<file path="src/hw/rtl/planar_yuv420_to_packed_uyvy_macros.svh">
// Assertion macros used by the file that checks this block.
`ifndef PLANAR_YUV420_TO_PACKED_UYVY_MACROS_SVH
`define PLANAR_YUV420_TO_PACKED_UYVY_MACROS_SVH

// Same-cycle implication, disabled while reset is held.
`define PY2U_ASSERT_IMP(lbl, clk, rst_n, ante, cons) \
  lbl: assert property (@(posedge clk) disable iff (!rst_n) (ante) |-> (cons)) \
    else $error("py2u: same-cycle check failed");

// Next-cycle implication, disabled while reset is held.
`define PY2U_ASSERT_NEXT(lbl, clk, rst_n, ante, cons) \
  lbl: assert property (@(posedge clk) disable iff (!rst_n) (ante) |=> (cons)) \
    else $error("py2u: next-cycle check failed");

`endif

</file>
<file path="src/hw/rtl/py2u_pkg.sv">
`default_nettype none
package py2u_pkg;

  // Default header length in bytes and the width of its counter.
  localparam int HEADER_BYTES_DEF = 64;
  localparam int HDR_CNT_W        = 7;

  // Header byte positions that carry the image dimensions.
  localparam logic [HDR_CNT_W-1:0] HDR_POS_W_HI = 7'd11;
  localparam logic [HDR_CNT_W-1:0] HDR_POS_W_LO = 7'd12;
  localparam logic [HDR_CNT_W-1:0] HDR_POS_H_HI = 7'd13;
  localparam logic [HDR_CNT_W-1:0] HDR_POS_H_LO = 7'd14;

  // Byte lane masks.
  localparam logic [3:0] BE_LUMA = 4'hF;
  localparam logic [3:0] BE_CR   = 4'h4;
  localparam logic [3:0] BE_CB   = 4'h1;

  // Configuration register indexes.
  localparam int CFG_IDX_W = 1;
  localparam logic [CFG_IDX_W-1:0] CFG_FRAME_BASE = 1'b0;
  localparam logic [CFG_IDX_W-1:0] CFG_LINE_PITCH = 1'b1;

  localparam logic [31:0] FRAME_BASE_RST = 32'd0;
  localparam logic [15:0] LINE_PITCH_RST = 16'd3840;

  // Result queue geometry.
  localparam int Q_DEPTH = 4;
  localparam int Q_PTR_W = 2;
  localparam int Q_CNT_W = 3;

  // Parsing phase, one-hot.
  typedef enum logic [4:0] {
    PH_HEADER = 5'b00001,
    PH_LUMA   = 5'b00010,
    PH_CR     = 5'b00100,
    PH_CB     = 5'b01000,
    PH_DONE   = 5'b10000
  } phase_t;

  // One frame-store write.
  typedef struct packed {
    logic [31:0] write_address;
    logic [31:0] write_data;
    logic [3:0]  byte_enables;
    logic        last_of_run;
    logic        image_done;
  } result_t;

  // Writes produced by one accepted byte.
  typedef struct packed {
    logic    push0;
    logic    push1;
    result_t res0;
    result_t res1;
  } push_t;

endpackage
`default_nettype wire

</file>
<file path="src/hw/rtl/py2u_in_if.sv">
`default_nettype none
interface py2u_in_if;
  logic       valid;
  logic       ready;
  logic [7:0] stream_byte;
  logic       image_start;

  modport source (output valid, output stream_byte, output image_start, input ready);
  modport sink   (input valid, input stream_byte, input image_start, output ready);
endinterface
`default_nettype wire

</file>
<file path="src/hw/rtl/py2u_out_if.sv">
`default_nettype none
interface py2u_out_if;
  logic        valid;
  logic        ready;
  logic [31:0] write_address;
  logic [31:0] write_data;
  logic [3:0]  byte_enables;
  logic        last_of_run;
  logic        image_done;

  modport source (output valid, output write_address, output write_data,
                  output byte_enables, output last_of_run, output image_done,
                  input ready);
  modport sink   (input valid, input write_address, input write_data,
                  input byte_enables, input last_of_run, input image_done,
                  output ready);
endinterface
`default_nettype wire

</file>
<file path="src/hw/rtl/py2u_cfg_if.sv">
`default_nettype none
interface py2u_cfg_if;
  logic                            valid;
  logic                            ready;
  logic [py2u_pkg::CFG_IDX_W-1:0]  index;
  logic [31:0]                     data;

  modport source (output valid, output index, output data, input ready);
  modport sink   (input valid, input index, input data, output ready);
endinterface
`default_nettype wire

</file>
<file path="src/hw/rtl/py2u_parse.sv">
`default_nettype none
module py2u_parse #(
  parameter int HEADER_BYTES = py2u_pkg::HEADER_BYTES_DEF
) (
  input  wire logic          clk,
  input  wire logic          rst_n,
  py2u_in_if.sink            in_ch,
  input  wire logic          space,
  input  wire logic [31:0]   frame_base,
  input  wire logic [15:0]   line_pitch,
  output py2u_pkg::push_t    push
);

  localparam logic [py2u_pkg::HDR_CNT_W-1:0] HDR_END =
    py2u_pkg::HDR_CNT_W'(HEADER_BYTES - 1);

  // Next plane with data, skipping planes that hold no bytes.
  function automatic py2u_pkg::phase_t plane_after(input py2u_pkg::phase_t ph,
                                                   input logic [15:0] w,
                                                   input logic [15:0] h);
    py2u_pkg::phase_t p;
    logic             c_empty;
    begin
      p       = ph;
      c_empty = (w[15:1] == 15'd0) || (h[15:1] == 15'd0);
      if (p == py2u_pkg::PH_LUMA && (w == 16'd0 || h == 16'd0)) p = py2u_pkg::PH_CR;
      if (p == py2u_pkg::PH_CR && c_empty) p = py2u_pkg::PH_CB;
      if (p == py2u_pkg::PH_CB && c_empty) p = py2u_pkg::PH_DONE;
      return p;
    end
  endfunction

  py2u_pkg::phase_t                  phase_r, phase_nxt, eff_phase;
  logic [py2u_pkg::HDR_CNT_W-1:0]    hdr_cnt_r, hdr_cnt_nxt, eff_cnt;
  logic [15:0]                       img_w_r, img_w_nxt, eff_w;
  logic [15:0]                       img_h_r, img_h_nxt, eff_h;
  logic [15:0]                       row_r, row_nxt, eff_row;
  logic [15:0]                       col_r, col_nxt, eff_col;
  logic [7:0]                        held_r, held_nxt, eff_held;
  logic [31:0]                       row_base_r, row_base_nxt, eff_row_base;
  logic [31:0]                       col_addr_r, col_addr_nxt, eff_col_addr;
  logic                              accept;
  logic                              start;
  logic [16:0]                       col1;
  logic [16:0]                       row1;
  logic [16:0]                       half_w;
  logic [16:0]                       half_h;
  logic [7:0]                        b;
  logic                              c_empty;
  logic                              is_cr;
  logic [31:0]                       c_data;
  logic                              plane_end;
  py2u_pkg::phase_t                  plane_req;

  assign in_ch.ready = space;
  assign accept      = in_ch.valid && space;
  assign start       = in_ch.image_start;
  assign b           = in_ch.stream_byte;

  // A start mark clears the image state before the byte is parsed.
  assign eff_phase    = start ? py2u_pkg::PH_HEADER : phase_r;
  assign eff_cnt      = start ? '0 : hdr_cnt_r;
  assign eff_w        = start ? 16'd0 : img_w_r;
  assign eff_h        = start ? 16'd0 : img_h_r;
  assign eff_row      = start ? 16'd0 : row_r;
  assign eff_col      = start ? 16'd0 : col_r;
  assign eff_held     = start ? 8'd0 : held_r;
  assign eff_row_base = start ? 32'd0 : row_base_r;
  assign eff_col_addr = start ? 32'd0 : col_addr_r;

  assign col1    = {1'b0, eff_col} + 17'd1;
  assign row1    = {1'b0, eff_row} + 17'd1;
  assign half_w  = {2'b00, eff_w[15:1]};
  assign half_h  = {2'b00, eff_h[15:1]};
  assign c_empty = (eff_w[15:1] == 15'd0) || (eff_h[15:1] == 15'd0);
  assign is_cr   = (eff_phase == py2u_pkg::PH_CR);
  assign c_data  = is_cr ? {8'd0, b, 16'd0} : {24'd0, b};

  // Parse one byte and form the writes it causes.
  always_comb begin
    phase_nxt    = eff_phase;
    hdr_cnt_nxt  = eff_cnt;
    img_w_nxt    = eff_w;
    img_h_nxt    = eff_h;
    row_nxt      = eff_row;
    col_nxt      = eff_col;
    held_nxt     = eff_held;
    row_base_nxt = eff_row_base;
    col_addr_nxt = eff_col_addr;
    plane_end    = 1'b0;
    plane_req    = py2u_pkg::PH_DONE;
    push         = '0;

    unique case (eff_phase)
      py2u_pkg::PH_HEADER: begin
        case (eff_cnt)
          py2u_pkg::HDR_POS_W_HI: img_w_nxt[15:8] = b;
          py2u_pkg::HDR_POS_W_LO: img_w_nxt[7:0]  = b;
          py2u_pkg::HDR_POS_H_HI: img_h_nxt[15:8] = b;
          py2u_pkg::HDR_POS_H_LO: img_h_nxt[7:0]  = b;
          default: ;
        endcase
        hdr_cnt_nxt = eff_cnt + 1'b1;
        if (eff_cnt == HDR_END) begin
          plane_end = 1'b1;
          plane_req = py2u_pkg::PH_LUMA;
        end
      end
      py2u_pkg::PH_LUMA: begin
        if (!eff_col[0]) begin
          held_nxt = b;
        end else begin
          push.push0              = 1'b1;
          push.res0.write_address = eff_col_addr;
          push.res0.write_data    = {b, 8'd0, eff_held, 8'd0};
          push.res0.byte_enables  = py2u_pkg::BE_LUMA;
          push.res0.last_of_run   = 1'b1;
          push.res0.image_done    = (row1 == {1'b0, eff_h}) &&
                                    ({2'b00, eff_col[15:1]} + 17'd1 == half_w) &&
                                    c_empty;
          col_addr_nxt            = eff_col_addr + 32'd4;
        end
        col_nxt = col1[15:0];
        // End of a luma row.
        if (col1 >= {1'b0, eff_w}) begin
          col_nxt      = 16'd0;
          row_nxt      = row1[15:0];
          row_base_nxt = eff_row_base + {16'd0, line_pitch};
          col_addr_nxt = row_base_nxt;
          if (row1 >= {1'b0, eff_h}) begin
            plane_end = 1'b1;
            plane_req = py2u_pkg::PH_CR;
          end
        end
      end
      py2u_pkg::PH_CR, py2u_pkg::PH_CB: begin
        // Each chroma byte covers the same word on two destination rows.
        push.push0              = 1'b1;
        push.push1              = 1'b1;
        push.res0.write_address = eff_col_addr;
        push.res0.write_data    = c_data;
        push.res0.byte_enables  = is_cr ? py2u_pkg::BE_CR : py2u_pkg::BE_CB;
        push.res0.last_of_run   = 1'b0;
        push.res0.image_done    = 1'b0;
        push.res1.write_address = eff_col_addr + {16'd0, line_pitch};
        push.res1.write_data    = c_data;
        push.res1.byte_enables  = is_cr ? py2u_pkg::BE_CR : py2u_pkg::BE_CB;
        push.res1.last_of_run   = 1'b1;
        push.res1.image_done    = !is_cr && (row1 == half_h) && (col1 == half_w);
        col_nxt                 = col1[15:0];
        col_addr_nxt            = eff_col_addr + 32'd4;
        if (col1 >= half_w) begin
          col_nxt      = 16'd0;
          row_nxt      = row1[15:0];
          row_base_nxt = eff_row_base + {15'd0, line_pitch, 1'b0};
          col_addr_nxt = row_base_nxt;
          if (row1 >= half_h) begin
            plane_end = 1'b1;
            plane_req = is_cr ? py2u_pkg::PH_CB : py2u_pkg::PH_DONE;
          end
        end
      end
      py2u_pkg::PH_DONE: ;
      default: ;
    endcase

    // Start of a new plane: counters clear and the frame base is taken.
    if (plane_end) begin
      phase_nxt    = plane_after(plane_req, img_w_nxt, img_h_nxt);
      row_nxt      = 16'd0;
      col_nxt      = 16'd0;
      row_base_nxt = frame_base;
      col_addr_nxt = frame_base;
    end

    if (!accept) begin
      push.push0 = 1'b0;
      push.push1 = 1'b0;
    end
  end

  // Parse state.
  always_ff @(posedge clk) begin
    if (!rst_n) begin
      phase_r    <= py2u_pkg::PH_HEADER;
      hdr_cnt_r  <= '0;
      img_w_r    <= 16'd0;
      img_h_r    <= 16'd0;
      row_r      <= 16'd0;
      col_r      <= 16'd0;
      held_r     <= 8'd0;
      row_base_r <= 32'd0;
      col_addr_r <= 32'd0;
    end else if (accept) begin
      phase_r    <= phase_nxt;
      hdr_cnt_r  <= hdr_cnt_nxt;
      img_w_r    <= img_w_nxt;
      img_h_r    <= img_h_nxt;
      row_r      <= row_nxt;
      col_r      <= col_nxt;
      held_r     <= held_nxt;
      row_base_r <= row_base_nxt;
      col_addr_r <= col_addr_nxt;
    end
  end

endmodule
`default_nettype wire

</file>
<file path="src/hw/rtl/py2u_outq.sv">
`default_nettype none
module py2u_outq (
  input  wire logic        clk,
  input  wire logic        rst_n,
  input  wire py2u_pkg::push_t push,
  output logic             space,
  py2u_out_if.source       out_ch
);

  py2u_pkg::result_t                entries_r [py2u_pkg::Q_DEPTH];
  logic [py2u_pkg::Q_PTR_W-1:0]     wr_ptr_r, wr_ptr_nxt;
  logic [py2u_pkg::Q_PTR_W-1:0]     rd_ptr_r, rd_ptr_nxt;
  logic [py2u_pkg::Q_PTR_W-1:0]     wr_ptr_p1;
  logic [py2u_pkg::Q_CNT_W-1:0]     cnt_r, cnt_nxt;
  logic [1:0]                       n_push;
  logic                             pop;
  py2u_pkg::result_t                head;

  // Room for the two writes of a chroma byte.
  assign space     = (cnt_r <= py2u_pkg::Q_CNT_W'(py2u_pkg::Q_DEPTH - 2));
  assign pop       = out_ch.valid && out_ch.ready;
  assign n_push    = {1'b0, push.push0} + {1'b0, push.push1};
  assign wr_ptr_p1 = wr_ptr_r + 1'b1;

  assign wr_ptr_nxt = wr_ptr_r + py2u_pkg::Q_PTR_W'(n_push);
  assign rd_ptr_nxt = rd_ptr_r + py2u_pkg::Q_PTR_W'(pop);
  assign cnt_nxt    = cnt_r + py2u_pkg::Q_CNT_W'(n_push) - py2u_pkg::Q_CNT_W'(pop);

  // Head of the queue drives the result channel.
  assign head                 = entries_r[rd_ptr_r];
  assign out_ch.valid         = (cnt_r != '0);
  assign out_ch.write_address = head.write_address;
  assign out_ch.write_data    = head.write_data;
  assign out_ch.byte_enables  = head.byte_enables;
  assign out_ch.last_of_run   = head.last_of_run;
  assign out_ch.image_done    = head.image_done;

  // Queue storage.
  always_ff @(posedge clk) begin
    if (push.push0) entries_r[wr_ptr_r] <= push.res0;
    if (push.push1) entries_r[wr_ptr_p1] <= push.res1;
  end

  // Pointers and fill count.
  always_ff @(posedge clk) begin
    if (!rst_n) begin
      wr_ptr_r <= '0;
      rd_ptr_r <= '0;
      cnt_r    <= '0;
    end else begin
      wr_ptr_r <= wr_ptr_nxt;
      rd_ptr_r <= rd_ptr_nxt;
      cnt_r    <= cnt_nxt;
    end
  end

endmodule
`default_nettype wire

</file>
<file path="src/hw/rtl/planar_yuv420_to_packed_uyvy.sv">
`default_nettype none
// Converts a planar YUV 4:2:0 image file, fed one byte per request on in_ch,
// into frame-store write requests on out_ch in packed UYVY word form.
// The header gives width and height; luma byte pairs give full-word writes,
// each chroma byte gives two byte-lane writes on neighbouring rows.
// cfg_ch writes frame_base (index 0) and line_pitch (index 1); it is always
// ready and should be used only while no requests are in flight.
// Each write is registered in the result queue and offered on out_ch.
// Throughput: one byte per cycle while the queue has room; out_ch takes one
// write per cycle while ready, so chroma bytes, two writes each, are paced
// by the four-entry result queue between the parser and out_ch.
// When out_ch stalls the queue fills and in_ch drops ready once more than
// two writes are waiting; nothing is lost.
// Reset (synchronous, rst_n low) empties the queue, returns the parser to
// the header phase and sets frame_base to 0 and line_pitch to 3840.
// An image_start mark on any byte restarts parsing at header byte 0.
module planar_yuv420_to_packed_uyvy #(
  parameter int HEADER_BYTES = py2u_pkg::HEADER_BYTES_DEF
) (
  input  wire logic    clk,
  input  wire logic    rst_n,
  py2u_in_if.sink      in_ch,
  py2u_out_if.source   out_ch,
  py2u_cfg_if.sink     cfg_ch
);

  `include "planar_yuv420_to_packed_uyvy_macros.svh"

  logic [31:0]      frame_base_r;
  logic [15:0]      line_pitch_r;
  logic             space;
  py2u_pkg::push_t  push;

  assign cfg_ch.ready = 1'b1;

  // Configuration registers.
  always_ff @(posedge clk) begin
    if (!rst_n) begin
      frame_base_r <= py2u_pkg::FRAME_BASE_RST;
      line_pitch_r <= py2u_pkg::LINE_PITCH_RST;
    end else if (cfg_ch.valid) begin
      unique case (cfg_ch.index)
        py2u_pkg::CFG_FRAME_BASE: frame_base_r <= cfg_ch.data;
        py2u_pkg::CFG_LINE_PITCH: line_pitch_r <= cfg_ch.data[15:0];
      endcase
    end
  end

  py2u_parse #(
    .HEADER_BYTES (HEADER_BYTES)
  ) u_parse (
    .clk        (clk),
    .rst_n      (rst_n),
    .in_ch      (in_ch),
    .space      (space),
    .frame_base (frame_base_r),
    .line_pitch (line_pitch_r),
    .push       (push)
  );

  py2u_outq u_outq (
    .clk    (clk),
    .rst_n  (rst_n),
    .push   (push),
    .space  (space),
    .out_ch (out_ch)
  );

  // The final write of an image always closes its byte's run.
  `PY2U_ASSERT_IMP(a_done_is_last, clk, rst_n, out_ch.valid && out_ch.image_done, out_ch.last_of_run)
  // A Cb lane write carries nothing outside its lane.
  `PY2U_ASSERT_IMP(a_cb_lane_clean, clk, rst_n, out_ch.valid && out_ch.byte_enables == py2u_pkg::BE_CB, out_ch.write_data[31:8] == 24'd0)
  // A second write for one byte only comes with a first.
  `PY2U_ASSERT_IMP(a_pair_order, clk, rst_n, push.push1, push.push0)
  // After any push, out_ch has a write on offer in the following cycle.
  `PY2U_ASSERT_NEXT(a_push_shows, clk, rst_n, push.push0, out_ch.valid)

endmodule
`default_nettype wire
</file>
<file path="src/flat_wrapper.sv">
// flat-port wrapper written by rule: the top's interface ports become plain ports
module planar_yuv420_to_packed_uyvy_flat 
#(
  parameter int HEADER_BYTES = py2u_pkg::HEADER_BYTES_DEF
)
  (clk, rst_n, in_ch_valid, in_ch_stream_byte, in_ch_image_start, in_ch_ready, out_ch_valid, out_ch_write_address, out_ch_write_data, out_ch_byte_enables, out_ch_last_of_run, out_ch_image_done, out_ch_ready, cfg_ch_valid, cfg_ch_index, cfg_ch_data, cfg_ch_ready);
  py2u_in_if in_ch_i ();
  py2u_out_if out_ch_i ();
  py2u_cfg_if cfg_ch_i ();
  input  wire logic clk;
  input  wire logic rst_n;
  input wire logic [$bits(in_ch_i.valid)-1:0] in_ch_valid;
  input wire logic [$bits(in_ch_i.stream_byte)-1:0] in_ch_stream_byte;
  input wire logic [$bits(in_ch_i.image_start)-1:0] in_ch_image_start;
  output wire logic [$bits(in_ch_i.ready)-1:0] in_ch_ready;
  output wire logic [$bits(out_ch_i.valid)-1:0] out_ch_valid;
  output wire logic [$bits(out_ch_i.write_address)-1:0] out_ch_write_address;
  output wire logic [$bits(out_ch_i.write_data)-1:0] out_ch_write_data;
  output wire logic [$bits(out_ch_i.byte_enables)-1:0] out_ch_byte_enables;
  output wire logic [$bits(out_ch_i.last_of_run)-1:0] out_ch_last_of_run;
  output wire logic [$bits(out_ch_i.image_done)-1:0] out_ch_image_done;
  input wire logic [$bits(out_ch_i.ready)-1:0] out_ch_ready;
  input wire logic [$bits(cfg_ch_i.valid)-1:0] cfg_ch_valid;
  input wire logic [$bits(cfg_ch_i.index)-1:0] cfg_ch_index;
  input wire logic [$bits(cfg_ch_i.data)-1:0] cfg_ch_data;
  output wire logic [$bits(cfg_ch_i.ready)-1:0] cfg_ch_ready;
  assign in_ch_i.valid = in_ch_valid;
  assign in_ch_i.stream_byte = in_ch_stream_byte;
  assign in_ch_i.image_start = in_ch_image_start;
  assign in_ch_ready = in_ch_i.ready;
  assign out_ch_valid = out_ch_i.valid;
  assign out_ch_write_address = out_ch_i.write_address;
  assign out_ch_write_data = out_ch_i.write_data;
  assign out_ch_byte_enables = out_ch_i.byte_enables;
  assign out_ch_last_of_run = out_ch_i.last_of_run;
  assign out_ch_image_done = out_ch_i.image_done;
  assign out_ch_i.ready = out_ch_ready;
  assign cfg_ch_i.valid = cfg_ch_valid;
  assign cfg_ch_i.index = cfg_ch_index;
  assign cfg_ch_i.data = cfg_ch_data;
  assign cfg_ch_ready = cfg_ch_i.ready;
  planar_yuv420_to_packed_uyvy #(.HEADER_BYTES(HEADER_BYTES)) u_core (.clk(clk), .rst_n(rst_n), .in_ch(in_ch_i), .out_ch(out_ch_i), .cfg_ch(cfg_ch_i));
endmodule
</file>
<file path="config.mk">
export PLATFORM = sky130hd
export DESIGN_NAME = planar_yuv420_to_packed_uyvy_flat
export DESIGN_NICKNAME = d
export VERILOG_FILES = /design/src/hw/rtl/py2u_pkg.sv /design/src/hw/rtl/py2u_in_if.sv /design/src/hw/rtl/py2u_out_if.sv /design/src/hw/rtl/py2u_cfg_if.sv /design/src/hw/rtl/py2u_parse.sv /design/src/hw/rtl/py2u_outq.sv /design/src/hw/rtl/planar_yuv420_to_packed_uyvy.sv /design/src/flat_wrapper.sv
export VERILOG_INCLUDE_DIRS = /design/src /design/src/hw/rtl
export SDC_FILE = /design/constraint.sdc
export NUM_CORES = 1
export LEC_CHECK = 0
export BUFFER_PORTS_ARGS = -buffer_cell sky130_fd_sc_hd__buf_2
export CAP_MARGIN = 10
export CORE_ASPECT_RATIO = 1.4
export CORE_MARGIN = 2
export CORE_UTILIZATION = 30
export CTS_CLUSTER_DIAMETER = 60
export DETAILED_ROUTE_END_ITERATION = 12
export PLACE_DENSITY_LB_ADDON = 0.2
export SETUP_SLACK_MARGIN = 0.15
export SLEW_MARGIN = 10
export SYNTH_ARGS = -nofsm -noshare
export SYNTH_HDL_FRONTEND = slang
export SYNTH_SLANG_ARGS = --single-unit
</file>
<file path="constraint.sdc">
create_clock -name clk -period 20.4 [get_ports clk]
set_input_delay 4.08 -clock clk [delete_from_list [all_inputs] [get_ports clk]]
set_output_delay 4.08 -clock clk [all_outputs]
set_load 0.005 [all_outputs]
</file>
==> impl_metrics.env <==
export IMPL_grt_pass1_vias=26100
export IMPL_hold_path_class="reg2reg"
export IMPL_highest_layer="met5"
export IMPL_tightest_slew_ns=1.19
export IMPL_wl_met1_um=47200
export IMPL_rows=137
export IMPL_h_tree_depth=2
export IMPL_overflow=0
export IMPL_cts_hold_buf=0
export IMPL_synth_edff_count=208
export IMPL_worstSetupPathType="in2reg"
export IMPL_final_area_um2=33600
export IMPL_setup_viol=0
export IMPL_period_needed_ns=10.14
export IMPL_drt_antenna_violating_nets=0
export IMPL_grt_setup_unrepaired="no"
export IMPL_synth_area_um2=30000
export IMPL_antenna_found_initial=13
export IMPL_routed_wl_met3_um=6070
export IMPL_cts_sinks=479
export IMPL_finalHoldViolCount=0
export IMPL_yosys_area_share_simple=0.211
export IMPL_peakVddDrop_uv=58.3
export IMPL_nets=3540
export IMPL_skew_ns=0.0277
export IMPL_period_share=0.497
export IMPL_path_clk_slew_ns=0.06
export IMPL_yosys_warnings=0
export IMPL_drive_gt1_frac=0.119
export IMPL_grt_first_pass_wirelength_um=167000
export IMPL_yosysMostFrequentCell="nand2_1"
export IMPL_synth_top_area_share=0.208
export IMPL_syn_to_final_growth_pct=12.1
export IMPL_p_clk_frac=0.443
export IMPL_fin_util=0.338
export IMPL_postSynth_asyncResetShare=0
export IMPL_max_freq_mhz=98.6
export IMPL_placed_area_um2=31800
export IMPL_synth_area_leaders="edfxtp_1 21%, dfxtp_1 18%, nand2_1 5.6%"
export IMPL_status="completed"
export IMPL_muxShareOfSynthArea=0.0585
export IMPL_synth_ff_type="dfxtp_1"
export IMPL_synth_compound_area_share=0.203
export IMPL_synth_common_cells="447 x nand2_1, 271 x dfxtp_1, 241 x nor2_1, 233 x o21ai_0, 208 x edfxtp_1"
export IMPL_cap_violations=0
export IMPL_ios=120
export IMPL_coreArea_um2=99400
export IMPL_syn_inst=3370
export IMPL_tns_ns=0
export IMPL_grt_max_degree=98
export IMPL_post_place_ws_ns=9.70
export IMPL_power_density_nw_per_um2=69.4
export IMPL_worstPathArrival_ns=10.68
export IMPL_whs_ns=0.443
export IMPL_die_area_um2=103000
export IMPL_drtIter0Drc=2212
export IMPL_numCtsBuffers=52
export IMPL_seq_area_frac_synth=0.389
export IMPL_vias_per_cell=5.62
export IMPL_drc_errors=0
export IMPL_clk_path_buf_depth=3
export IMPL_yosys_area_share_xor_xnor=0.0449
export IMPL_wl_um=110000
export IMPL_clk_latency_ns=0.65
export IMPL_power_share_combinational=0.108
export IMPL_wl_met2_um=53000
export IMPL_postCtsSetupRepairBufs=0
export IMPL_die_w_um=271
export IMPL_internal_power_mw=1.70
export IMPL_die_h_um=378
export IMPL_yosys_area_top_type="edfxtp_1"
export IMPL_routabilityCongestion=0.859
export IMPL_seqPwrFrac=0.449
export IMPL_synth_fp_nets=3545
export IMPL_cts_tree="done"
export IMPL_instances_no_fill=4732
export IMPL_dp_hpwl_um=76200
export IMPL_synthAdderAreaFrac=0.0544
export IMPL_slew_headroom=0.205
export IMPL_cts_root_buf="clkbuf_16"
export IMPL_leakagePower_nw=10.8
export IMPL_dpl_cell_count=4631
export IMPL_synth_seq_cells=479
export IMPL_first_pass_iters=5
export IMPL_crit_path_max_fanout=36
export IMPL_via_count=26600
export IMPL_port_buffers=118
export IMPL_syn_avg_cell_area_um2=8.91
export IMPL_setup_worst_path_start_class="primary input"
export IMPL_ctsResizeCount=0
export IMPL_slew_viol_final=0
export IMPL_p_switching_mw=0.633
export IMPL_wl_per_cell_um=23.3
export IMPL_initial_core_util=0.302
export IMPL_worst_slack_ns=10.26
export IMPL_gr_usage_all_layers=0.211
export IMPL_synth_top_family_by_area="simple AND/OR/NAND/NOR gates"
export IMPL_power_mw=2.33
export IMPL_crit_path_end_kind="register"
export IMPL_synth_distinct_cells=98
export IMPL_switching_share=0.272
export IMPL_crit_required_ns=20.94
-- power by group through the flow --
stage               Sequential (mW)  Clock [mW]  Combinational, mW
floorplan                      1.04           0              0.195
global placement               1.07           0              0.254
detailed placement             1.07           0              0.254
CTS                            1.05        1.06              0.255
global route                   1.05        1.09              0.275
finish                         1.05        1.03              0.252
-- cell families (layout without fill, tap and decap cells) --
| kind of cell | count (synthesis) | in the layout |
|---|---|---|
| AO/OA/AOI/OAI | 938 | 938 |
| XOR/XNOR | 154 | 154 |
| adder cells (fa/ha/maj) | 128 | 128 |
| buffers and inverters | 283 | 319 |
| flip-flops | 479 | 479 |
| multiplexers | 88 | 88 |
| other | 1 | 7 |
| AND/OR/NAND/NOR | 1299 | 1299 |
-- cell usage in the layout, fill, tap and decap left out, types with 53 or more instances in the layout --
| cell type | n |
|---|---|
| a21boi_0 | 53 |
| ha_1 | 124 |
| dfxtp_1 | 269 |
| nand2_1 | 442 |
| buf_2 | 116 |
| nor2b_1 | 112 |
| edfxtp_1 | 208 |
| and2_1 | 57 |
| nor3_1 | 78 |
| nand3_1 | 150 |
| xor2_1 | 67 |
| a21oi_1 | 179 |
| nor2_1 | 239 |
| buf_4 | 62 |
| clkbuf_16 | 53 |
| xnor2_1 | 87 |
| a22oi_1 | 54 |
| o22ai_1 | 95 |
| mux4_2 | 69 |
| o21ai_0 | 233 |
-- critical path, stage by stage --
cell and delay [ns]:
buf_4 0.23, buf_4 0.32, nor2b_1 0.34, ha_1 0.35, nand3_1 0.27, nor4b_2 0.55, nand3_1 0.28, nor3_1 0.48
nand3_1 0.22, xor2_1 0.18, nor2_1 0.22, ha_1 0.30, a21o_1 0.17, a211o_1 0.30, a211o_1 0.34, a21oi_1 0.18
nand2_1 0.40, nor2_1 0.93, o2111ai_1 0.23, and3_1 0.22
-- routing by layer --
metal	track usage	vias up
li1	-	12500
met4	0.0773	12
met1	0.268	13000
met2	0.362	868
met3	0.0290	203
met5	0	-
-- sequential cells by signal, indices dropped and copies added (netlist names), 8 cells and up --
name                       count
u_core.u_parse.col_r          16
u_core.u_outq.entries_r      276
u_core.line_pitch_r           16
u_core.u_parse.held_r          8
u_core.u_parse.img_h_r        16
u_core.u_parse.img_w_r        16
u_core.u_parse.row_base_r     32
u_core.u_parse.col_addr_r     32
u_core.frame_base_r           32
u_core.u_parse.row_r          16
-- final timing paths --
path	depth (start not counted)	slack (ns)	startpoint	end
setup / recovery	20	10.26	in_ch_image_start	u_core.u_parse.row_base_r[28]
hold / removal	2	0.44	u_core.u_outq.entries_r[3][5]	u_core.u_outq.entries_r[3][5]
setup reg to reg	18	13.97	u_core.u_parse.row_r[0]	u_core.u_parse.row_base_r[28]
hold reg to reg	2	0.44	u_core.u_outq.entries_r[3][5]	u_core.u_outq.entries_r[3][5]
-- layout make-up --
type | instances | area (µm²)
Fill cell | 10400 | 65800
Multi-Input combinational cell | 2608 | 17200
Sequential cell | 479 | 11700
Tap cell | 1320 | 1650
Clock buffer | 64 | 1410
Timing Repair Buffer | 178 | 1050
Clock inverter | 31 | 422
Inverter | 46 | 176
Antenna cell | 6 | 15.0
Power figures use the tool's default switching activity.
